--- config.mk ---
export PLATFORM = sky130hd
export DESIGN_NAME = cfrp_ram
export DESIGN_NICKNAME = d
export VERILOG_FILES = /design/src/rtl/corner_first_fit_rect_packer_defines.svh /design/src/rtl/cfrp_ram.sv
export SDC_FILE = /design/constraint.sdc
export NUM_CORES = 1
export LEC_CHECK = 0
export BUFFER_PORTS_ARGS = -buffer_cell sky130_fd_sc_hd__clkbuf_2
export CORE_MARGIN = 3
export CORE_UTILIZATION = 55
export DETAILED_ROUTE_END_ITERATION = 6
export PLACE_DENSITY = 0.78
export RECOVER_POWER = 100
export SYNTH_ARGS = -nofsm -noshare
export SYNTH_HDL_FRONTEND = slang
export SYNTH_SLANG_ARGS = --single-unit
--- constraint.sdc ---
create_clock -name clk -period 4.7 [get_ports clk]
set_clock_uncertainty 0.05 [all_clocks]
set_input_delay 0.47 -clock clk [delete_from_list [all_inputs] [get_ports clk]]
set_output_delay 0.47 -clock clk [all_outputs]
set_load 0.01 [all_outputs]
--- src/rtl/corner_first_fit_rect_packer_defines.svh ---
// Assertion macros for the corner first-fit rectangle packer.
// Used by the top level, which has the assertions; needs clk and arst_n in scope.
`ifndef CORNER_FIRST_FIT_RECT_PACKER_DEFINES_SVH
`define CORNER_FIRST_FIT_RECT_PACKER_DEFINES_SVH
`ifndef SYNTHESIS
`define CFRP_ASSERT(lbl, prop, msg) \
	lbl: assert property (@(posedge clk) disable iff (!arst_n) prop) else $error(msg);
`define CFRP_ASSERT_IMP(lbl, ante, cons, msg) \
	`CFRP_ASSERT(lbl, (ante) |-> (cons), msg)
`else
`define CFRP_ASSERT(lbl, prop, msg)
`define CFRP_ASSERT_IMP(lbl, ante, cons, msg)
`endif
`endif

--- src/rtl/cfrp_ram.sv ---
// Generic single-write, single-read synchronous RAM with a registered read.
// Depends on nothing.
`timescale 1ns / 1ps
`default_nettype none
module cfrp_ram #(
	parameter int WIDTH = 8,
	parameter int DEPTH = 16
) (
	input  wire logic                     clk,
	input  wire logic                     we,
	input  wire logic [$clog2(DEPTH)-1:0] waddr,
	input  wire logic [WIDTH-1:0]         wdata,
	input  wire logic [$clog2(DEPTH)-1:0] raddr,
	output logic      [WIDTH-1:0]         rdata
);
	logic [WIDTH-1:0] mem_q [DEPTH];

	always_ff @(posedge clk) begin
		if (we) begin
			mem_q[waddr] <= wdata;
		end
		rdata <= mem_q[raddr];
	end
endmodule
`default_nettype wire
==> results list, run 1 <==
* Status: finished clean
- Cell area after synthesis: 5150 um^2
- Maximum number of pins on one net before global-route repair: 33
- Counting instances, the worst hold path has a depth of 1.
- Summing all non-filler instances in the final layout gives an area of 5940 um^2.
- Critical path endpoint category: flip-flop
* Area share of the largest cell type after synthesis: 0.747
- Period Utilization, post-route: 0.530
- Number of buffers inserted by post-CTS setup repair: 0
* Warnings, synthesis: 0
* Chip Height: 103 um
- Number of standard cells after synthesis: 229
- Counting flops and latches in the post-synthesis netlist gives 136.
- In the routed layout, each cell is associated on average with a via count of 6.26.
* Final HPWL from detailed placement: 5.90 mm
- Initial DRT Pass Iterations: 5
- Timing would allow up to 401 MHz.
- Endpoints failing hold: 0
- The detailed router finished its first iteration with 211 violations.
- Crit Path Max Fanout: 17
* Mean post-synth cell area: 22.5 um^2
- The longest clock path from root to sink contains 2 buffers.
* Power per Cell Area: 484 nW/um^2
- RSZ-0062 raised after global routing: no
* Distinct cell type count after synthesis: 19
- Total of hold buffers inserted after clock tree synthesis: 0
- For this run, design rule violations remaining after detail routing come to 0.
- In this run the tool buffered the top-level ports with 25 buffer cells.
- In the global route stage, overall resource usage came out at 0.212.
- The number of nets handed over by synthesis was 247.
* Hold Path Class: in2reg
- CTS built an H-tree with a depth of 4.
- The routed layout has 2429 vias.
- After synthesis, the share of flip-flops with an asynchronous set or reset is 0.
- Destination of the worst hold path: mem_q[12][2]
* Hold Startpoint: wdata[2]
- Master cell of the clock root buffer: clkbuf_8
- In this run the tightest slew margin relative to its limit is 0.141.
* Layout-stage area growth over the synthesis result: 15.4%
- The worst path in the final design needs a cycle of 2.49 ns, including I/O delays and setup.
- After clock tree synthesis, the repair step resized 0 gates.
- The detail route stage leaves a number of antenna-violating nets equal to 0.
- Number of standard-cell rows in the floorplan: 34
* Area contributors post-synth: edfxtp_1 (75%), mux4_2 (7.9%), mux4_1 (7.1%)
* Arrival time at the worst endpoint: 2.84 ns
- The critical path is of the in2reg type.
* Proportion of layout cells with a drive suffix above 1: 0.193
- Avg WL per Cell: 25.5 um
- Leading cell types by count after synthesis: edfxtp_1 (128), mux4_2 (18), a22oi_1 (16)
- TritonCTS sink count: 136
- After clock tree synthesis, the clock-pin slew on the worst setup and hold paths is 0.06 ns.
* Final GP Congestion: 0.795
- In the final design database the tool counted 285 nets.
- In the final timing run, aggregate negative setup slack is 0 ns.
- Launch point of the worst reg-to-reg path: mem_q[0][7]
* Total leakage power: 1.95 nW
- Number of synthesized flops with an enable pin: 128
- FF-to-FF setup slack: 3.22 ns
* Horizontal die dimension: 103 um
- Transition time of the tightest slew-check pin: 1.28 ns
- After detailed placement, the total cell area comes to 5350 um^2.
- Most frequently used flop master after synthesis: edfxtp_1
- Most used standard cell by instance count after synthesis: edfxtp_1
- Final global-route overflow total: 0
- Clock buffers created by TritonCTS: 17
- Max-cap violations in this run came to 0.
* Total chip power: 2.87 mW
- Count of inserted antenna diode cells: 0
- Starting utilization of the core area: 0.579
- CTS tree: done
- Setup violation total in the final timing report: 0
- Initial antenna violation count: 0
- Counting cells, the worst reg-to-reg path comes to 3.
- Pins over their slew limit: 0
- Share of the yosys chip area belonging to registers: 0.778
* Number of primary I/O pins: 26
- The via count of the first global-routing pass came to 2552.
- The first global-routing pass estimated 15.3 mm of wire.
* Startpoint type of the worst setup path: input pin
- Largest area contributor in the netlist: edfxtp_1
* Full die area: 10600 um^2
* Endpoint of the worst register-to-register path: rdata[7]
* Final wirelength: 9.90 mm
* Critical Path RT: 5.05 ns
- The clock reaches the later pin of the worst-skew pair after 0.51 ns.
- Peak supply drop: 223 uV
* CORE AREA: 8890 um^2
==> how the worst max path moves through the flow <==
stage	start	endpoint	cells past startpoint
after global routing	raddr[0]	rdata[3]	5
after CTS	waddr[2]	mem_q[0][5]	3
after floorplan	waddr[2]	mem_q[0][0]	2
final	raddr[0]	rdata[5]	5
after global placement	waddr[2]	mem_q[0][3]	3
after detailed placement	waddr[2]	mem_q[0][0]	3
==> final cells by class <==
class | instances | area [um^2]
Sequential cell | 136 | 4000
Clock inverter | 14 | 205
Timing Repair Buffer | 29 | 119
Tap cell | 108 | 135
Fill cell | 529 | 2950
Clock buffer | 18 | 418
Multi-Input combinational cell | 83 | 1060
==> through the flow <==
stage	hold slack [ns]	cells	utilization	worst slack, ns
after CTS	0.316	388	0.672	2.60
after global placement	0.597	356	0.602	2.15
after global routing	0.468	388	0.668	2.00
final	0.415	388	0.668	2.21
after detailed placement	0.610	356	0.602	2.09
after floorplan	0.519	229	-	2.69
==> report_power, final <==
part / internal, mW / switching, mW / leakage (nW) / total [mW]
Combinational: 0.0453 / 0.0718 / 0.422 / 0.117
Clock: 0.909 / 0.479 / 0.300 / 1.39
Sequential: 1.36 / 0.00950 / 1.22 / 1.37
Total: 2.31 / 0.560 / 1.95 / 2.87
==> critical path, cell delays in order <==
cell and delay, ns:
clkbuf_1 0.89, buf_4 0.48, mux4_1 0.61, a22oi_1 0.30, nand2_1 0.09
==> flip-flops by register name (all words and copies together) (netlist names) <==
signal  count
mem_q     128
rdata       8
==> per-layer routing <==
metal	track usage	share of wire	vias to the layer above
met5	0	0	-
met4	0.107	0.022	0
met3	0.0535	0.058	14
met2	0.316	0.49	101
met1	0.298	0.43	1266
li1	-	-	1048
==> logic make-up (layout without fill, tap and decap cells) <==
group / after synthesis / after routing / synth area share
DFF: 136 / 136 / 0.778
and+or+nand+nor: 35 / 35 / 0.0318
muxes: 32 / 32 / 0.150
AOI/OAI and AO/OA: 16 / 16 / 0.0233
buffers and inverters: 10 / 61 / 0.0168
==> cell usage in the layout (no fill, tap or decap), drive strengths merged <==
cell type	count
edfxtp	128
clkbuf	46
mux4	32
a22oi	16
nor2	13
nand2	9
dfxtp	8
clkinv	7
bufinv	5
nor3	4
nand3b	2
nand2b	2
clkinvlp	2
nor2b	1
and2	1
and2b	1
nand3	1
or3b	1
buf	1
Power figures use the tool's default switching activity.
==> run 2: changes to the inputs <==
CORE_UTILIZATION = 54   (was 55)
PLACE_DENSITY = 0.79   (was 0.78)
clock period = 2.1 ns   (was 4.7 ns; I/O delays follow)
==> run 2 against run 1 <==
Non-clock buffer count up 17. Critical path type is now reg2reg. Total power up 120%. Cell area up 1.3%. Largest power group is now sequential cells. Worst setup slack worse by 1.6 ns. Global-route usage down 1.8 points. Die area up 1.7%. Largest cell class unchanged. Sequential power up 120%. Register-to-register slack worse by 2.6 ns. Utilization up 0.25 points. Critical path depth down 2. Cell count up 9.0%.
==> results list, run 2 (synthesis gave the netlist of run 1 again) <==
- Setup violation total in the final timing report: 0 (unchanged)
- Arrival time at the worst endpoint: 1.81 ns (-1.03 ns)
- Number of primary I/O pins: 26 (unchanged)
* Avg WL per Cell: 23.0 um (-9.9%)
- Initial antenna violation count: 0 (unchanged)
* CTS H-Tree Depth: 4 (unchanged)
- The min-delay analysis places its worst path in the category in2reg.
- The total wire length came to 9.73 mm (-1.7%).
- The number of buffers inserted to repair setup after CTS came to 0 (unchanged).
- The HPWL after detailed placement came to 6.21 mm (+5.2%).
- Total leakage power: 1.96 nW (+0.71%)
- Final global-route overflow total: 0 (unchanged)
* Routed via count divided by cell count: 5.76 (-8.0%)
- All-Layer GR Usage: 0.194 (-0.0182)
- The critical path buffer and inverter count came to 0 (-2).
- TritonCTS built the clock tree.
* Minimum clock period after layout: 1.46 ns
* Largest delay share family, worst path: multiplexers
- The final sum of negative setup slack is 0 ns (unchanged).
- STA classifies the critical path endpoint as a flip-flop.
* Number of I/O port buffers: 25 (unchanged)
* Fin worst setup slack: 0.639 ns (-1.57 ns)
* Net count of the finished layout: 302 (+6.0%)
- Finished Layout Cells: 423 (+9.0%)
- Transition time of the tightest slew-check pin: 0.753 ns (-0.526 ns)
- The global-route wire length before repair came to 15.2 mm (-1.1%).
- CORE AREA: 8980 um^2 (+0.96%)
- STA classifies the critical path startpoint as a flip-flop.
* Total of hold buffers inserted after clock tree synthesis: 0 (unchanged)
- The post-route antenna net violation count came to 0 (unchanged).
- The number of clock buffers inserted by TritonCTS was 17 (unchanged).
* Master cell of the clock root buffer: clkbuf_8
- The setup slack after placement was 0.356 ns (-1.74 ns).
- Critical path start-end classification: reg2reg
- The post-cts repair resize count came to 0 (unchanged).
- The clock latency on the worst-skew pair is 0.52 ns (about the same).
- Worst-path cell chain: mux4_1 -> a22oi_1 -> nand2_1
- Count of inserted antenna diode cells: 0 (unchanged)
* Chip Height: 104 um (+0.87%)
- Pins over their slew limit: 0 (unchanged)
- Leaving out fill and tap cells, the most frequent cell in the layout is edfxtp_1.
- The largest net degree at the start of global routing is 33 (unchanged).
* Largest registers: mem_q (128), rdata (8)
- Setup repair after global routing left no endpoint under its margin.
* Max Clock Freq: 684 MHz
- Fill cell instance count of the final layout: 593 (+12%)
- Horizontal die dimension: 104 um (+0.87%)
- Critical Path RT: 2.45 ns (-2.60 ns)
* Full die area: 10700 um^2 (+1.7%)
- Proportion of layout cells with a drive suffix above 1: 0.199 (+0.00580)
- Among all stages on the critical path, the largest delay is contributed by mux4_1.
- Endpoints failing hold: 0 (unchanged)
- Power per Cell Area: 1030 nW/um^2 (+110%)
- Via count of the first global-routing pass: 2615 (+2.5%)
* Leading cell types in the layout, fill and taps excluded: edfxtp_1 (128), clkbuf_1 (38), mux4_2 (18)
- Initial DRT Pass Iterations: 4 (-1)
- mem_q holds more flip-flops than any other register.
- The routability congestion estimate from global placement came to 0.754 (-5.1%).
- The residual DRC count is 0 (unchanged).
* Iteration-0 DRC Markers: 168 (-20%)
- Placed Cells incl. Taps: 391 (+9.8%)
- The count of standard-cell rows was 34 (unchanged).
* Period Utilization, post-route: 0.696
* Vias after detailed routing: 2437 (+0.33%)
- The flow ran to the end, and the final reports show no timing, DRC or antenna violations.
- The worst IR drop on VDD was 667 uV (+200%).
* TritonCTS sink count: 136 (unchanged)
* Largest register FFs: 128 (unchanged)
- The number of maximum-capacitance violations is 0 (unchanged).
- The clock-pin transition on the worst setup and hold timing paths is 0.06 ns (about the same).
- The deepest clock path buffer count came to 2 (unchanged).
- The initial cell density of the core came to 0.573 (-0.00549).
- The worst slew slack as a fraction of its limit came to 0.498 (+0.358).
- Crit Path Max Fanout: 1 (-16)
* Layout-stage area growth over the synthesis result: 16.9%
- The longest individual stage delay on the worst path is 0.52 ns (-0.37 ns).
run 2: cell count changes in the layout (fill, tap and decap cells not counted), moves of 2 or more:
cell,before,now
bufinv_16,5,3
clkbuf_1,24,38
buf_12,0,2
clkinv_1,2,0
clkinvlp_4,2,5
run 2: worst register-to-register path: cells and delay by family (launching register included):
family,cells,cell delay [ns]
and+or+nand+nor,1,0.09
AOI/OAI and AO/OA,1,0.30
muxes,1,0.52
DFF,1,0.39
run 2: per-stage QoR:
step	hold WS, ns	area, um^2	power (mW)	util
floorplan	0.259	5150	3.27	-
global placement	0.549	5530	3.39	0.616
detailed placement	0.549	5530	3.40	0.616
CTS	0.0593	6100	6.24	0.680
global route	0.211	6020	6.39	0.670
finish	0.162	6020	6.19	0.670
run 2: path summary, 6_finish.rpt:
path / start / endpoint / slack, ns / cells past startpoint
worst max-delay path: mem_q[1][3] / rdata[3] / 0.64 / 3
worst min-delay path: wdata[1] / mem_q[14][1] / 0.16 / 1
worst max register to register: mem_q[1][3] / rdata[3] / 0.64 / 3
worst min register to register: mem_q[8][1] / rdata[1] / 0.62 / 3
run 2: area by class of cell:
type	count	area [um^2]	area share
flip-flops and latches	136	4000	0.665
multi-input cells	83	1060	0.176
clock buffers	19	422	0.0701
repair buffers	46	220	0.0366
well taps	126	158	0.0262
clock inverters	13	156	0.0260
run 2: report_power, final:
part,internal (mW),switching (mW),total [mW]
registers,3.04,0.0185,3.06
clock network,1.80,1.07,2.87
logic,0.111,0.161,0.272
run 2: metal layers:
metal,global-route usage,up-vias,part of all wire
met3,0.0541,16,0.070
met4,0.0722,0,0.015
met2,0.298,94,0.49
met1,0.271,1238,0.43
met5,0,-,0
li1,-,1089,-
==> run 3: changes to the inputs <==
clock period = 1.2 ns   (was 2.1 ns; I/O delays follow)
==> run 3 against run 2 <==
Cell count grew 2.1%. Critical endpoint is now rdata[5]. Highest routed layer unchanged. The run now ends with setup timing left. Combinational power grew 110%. Clock power grew 69%.
==> results list, run 3 (synthesis gave the netlist of run 1 again) <==
- Pins over their slew limit: 0 (unchanged)
* Final GP Congestion: 0.761 (+0.88%)
- The initial antenna violation count came to 0 (unchanged).
* Largest register FFs: 128 (unchanged)
- The area growth from synthesis to layout is 19.4%.
* Endpoints failing hold: 0 (unchanged)
* Number of nets with antenna violations after routing: 0 (unchanged)
* Setup violation total in the final timing report: 8 (+8)
- Count of inserted antenna diode cells: 0 (unchanged)
* Starting utilization of the core area: 0.573 (unchanged)
* Hold Path Class: in2reg
* Iteration-0 DRC Markers: 253 (+51%)
- The die area came to 10700 um^2 (unchanged).
- The layout cell share with drive strength beyond 1 was 0.314 (+0.115).
* Detailed-route DRC error count: 0 (unchanged)
* Register cell area after layout: 4010 um^2 (about the same)
- STA classifies the critical path endpoint as a flip-flop.
- Sw Share: 0.200 (-0.00194)
- The global-route congestion overflow total is 0 (unchanged).
- The shortest clock period the worst path allows after layout came to 1.34 ns (-0.117 ns).
- Routed via count divided by cell count: 5.88 (+2.0%)
- Number of I/O port buffers: 25 (unchanged)
- Critical Path RT: 1.56 ns (-0.89 ns)
- Max-cap violation count: 0 (unchanged)
- The I/O pin total came to 26 (unchanged).
- Master cell of the clock root buffer: clkbuf_8
- The maximum net fanout on the critical path came to 1 (unchanged).
- The post-detailed-route wirelength per cell was 23.5 um (+2.0%).
* Horizontal die dimension: 104 um (unchanged)
- All-Layer GR Usage: 0.205 (+0.0105)
- The HPWL after detailed placement is 6.30 mm (+1.5%).
- The switching component of the power came to 2.15 mW (+72%).
* Status: finished with violations
- Final wirelength: 10.1 mm (+4.2%)
- CORE AREA: 8980 um^2 (unchanged)
- The largest net degree at the start of global routing is 23 (-30%).
- Startpoint type of the worst setup path: flip-flop
* Post-place setup slack: -0.382 ns (-0.739 ns)
- The data arrival at the endpoint of the critical path came to 1.71 ns (-0.10 ns).
- The number of clock buffers inserted by TritonCTS was 17 (unchanged).
- Number of standard-cell rows in the floorplan: 34 (unchanged)
- The worst IR drop on VDD was 1150 uV (+73%).
- The die outline height was 104 um (unchanged).
- Violated checks: setup timing
* Period Utilization, post-route: 1.12 (+0.424)
- The worst hold slack is 0.136 ns (-0.0254 ns).
- The count of placed standard cells in the final layout, fillers left out is 432 (+2.1%).
* Net count of the finished layout: 312 (+3.3%)
* Most flop-heavy register: mem_q
* Transition time of the tightest slew-check pin: 0.931 ns (+0.178 ns)
- The library cell used most frequently in the layout, excluding fill and tap cells, is edfxtp_1.
- The clock network fraction of design power is 0.450 (-0.013).
* Max Clock Freq: 744 MHz (+8.7%)
- Leading cell types in the layout, fill and taps excluded: edfxtp_1 (128), mux4_2 (30), clkbuf_1 (25)
- Clock buffer depth: 2 (unchanged)
* Largest registers: mem_q (128), rdata (8)
* Vias after detailed routing: 2538 (+4.1%)
* CTS tree: done
- The number of H-tree levels is 4 (unchanged).
- Total leakage power: 2.05 nW (+4.5%)
- Fill cell instance count of the final layout: 543 (-8.4%)
- Fin worst setup slack: -0.144 ns (-0.783 ns)
- The worst slew slack as a fraction of its limit is 0.377 (-0.121).
- Via count of the first global-routing pass: 2767 (+5.8%)
- The clock latency on the worst-skew pair was 0.52 ns (about the same).
- The CTS sink count is 136 (unchanged).
- Power per Cell Area: 1750 nW/um^2 (+70%)
- Setup TNS after final layout: -0.902 ns (-0.902 ns)
- Setup repair after global routing could not meet its margin everywhere.
- Multi-input gate area: 1050 um^2 (-0.24%)
- Sequential fraction of design power: 0.498 (+0.005)
- The placed cell count was 396 (+1.3%).
- Comb power frac: 0.052 (+0.008)
- The detailed-routing iteration count for the pre-antenna-repair pass was 5 (+1).
- Clock slew seen by the registers of the worst setup and hold paths: 0.06 ns (about the same)
* Critical path start-end classification: reg2reg
- Cell Int Power: 8.61 mW (+74%)
- Wire length of the first global-routing pass: 15.8 mm (+4.5%)
[run 3: worst paths after layout]
path                     start     endpoint  slack [ns]  depth (start not counted)
setup / recovery   mem_q[3][5]     rdata[5]       -0.14                          3
hold / removal        wdata[3]  mem_q[9][3]        0.14                          1
setup reg to reg   mem_q[3][5]     rdata[5]       -0.14                          3
hold reg to reg   mem_q[14][0]     rdata[0]        0.63                          3
[run 3: power by group through the flow]
| stage | Combinational [mW] | Sequential [mW] | Clock, mW |
|---|---|---|---|
| 2_1_floorplan | 0.297 | 5.45 | 0 |
| 3_3_place_gp | 0.536 | 5.44 | 0 |
| 3_5_place_dp | 0.555 | 5.45 | 0 |
| 4_1_cts | 0.591 | 5.35 | 4.90 |
| 5_1_grt | 0.608 | 5.36 | 5.12 |
| 6_report | 0.560 | 5.35 | 4.84 |
[run 3: worst max-delay path: stages, from the launching register on]
cell and delay, ns:
edfxtp_1 0.41, mux4_2 0.52, a22oi_2 0.18, nand2_1 0.07
[run 3: routing by layer]
layer	vias up	routed length (um)	track usage
li1	1095	-	-
met1	1298	3960	0.268
met2	125	5210	0.324
met3	20	780	0.0641
met4	0	179	0.0817
met5	-	0	0
[run 3: cell type report]
class,instances,share of cell area
Clock buffer,22,0.0737
Clock inverter,9,0.0169
Multi-Input combinational cell,83,0.172
Sequential cell,136,0.652
Tap cell,126,0.0257
Timing Repair Buffer,56,0.0601
[run 3: timing repair]
action                                 CTS  global route
buffers inserted                         0             0
pin swaps                                3             0
gates cloned                             0             0
endpoints found under the hold margin   72             0
hold buffers                             5             0
gates resized for setup                  9             4
setup endpoints to repair               10            10
[run 3: per-stage QoR]
stage | util | power (mW) | instance area, um^2
after global routing | 0.685 | 11.1 | 6140
final | 0.685 | 10.8 | 6140
after detailed placement | 0.628 | 6.00 | 5630
after floorplan | - | 5.74 | 5180
after global placement | 0.628 | 5.98 | 5630
after CTS | 0.699 | 10.8 | 6270
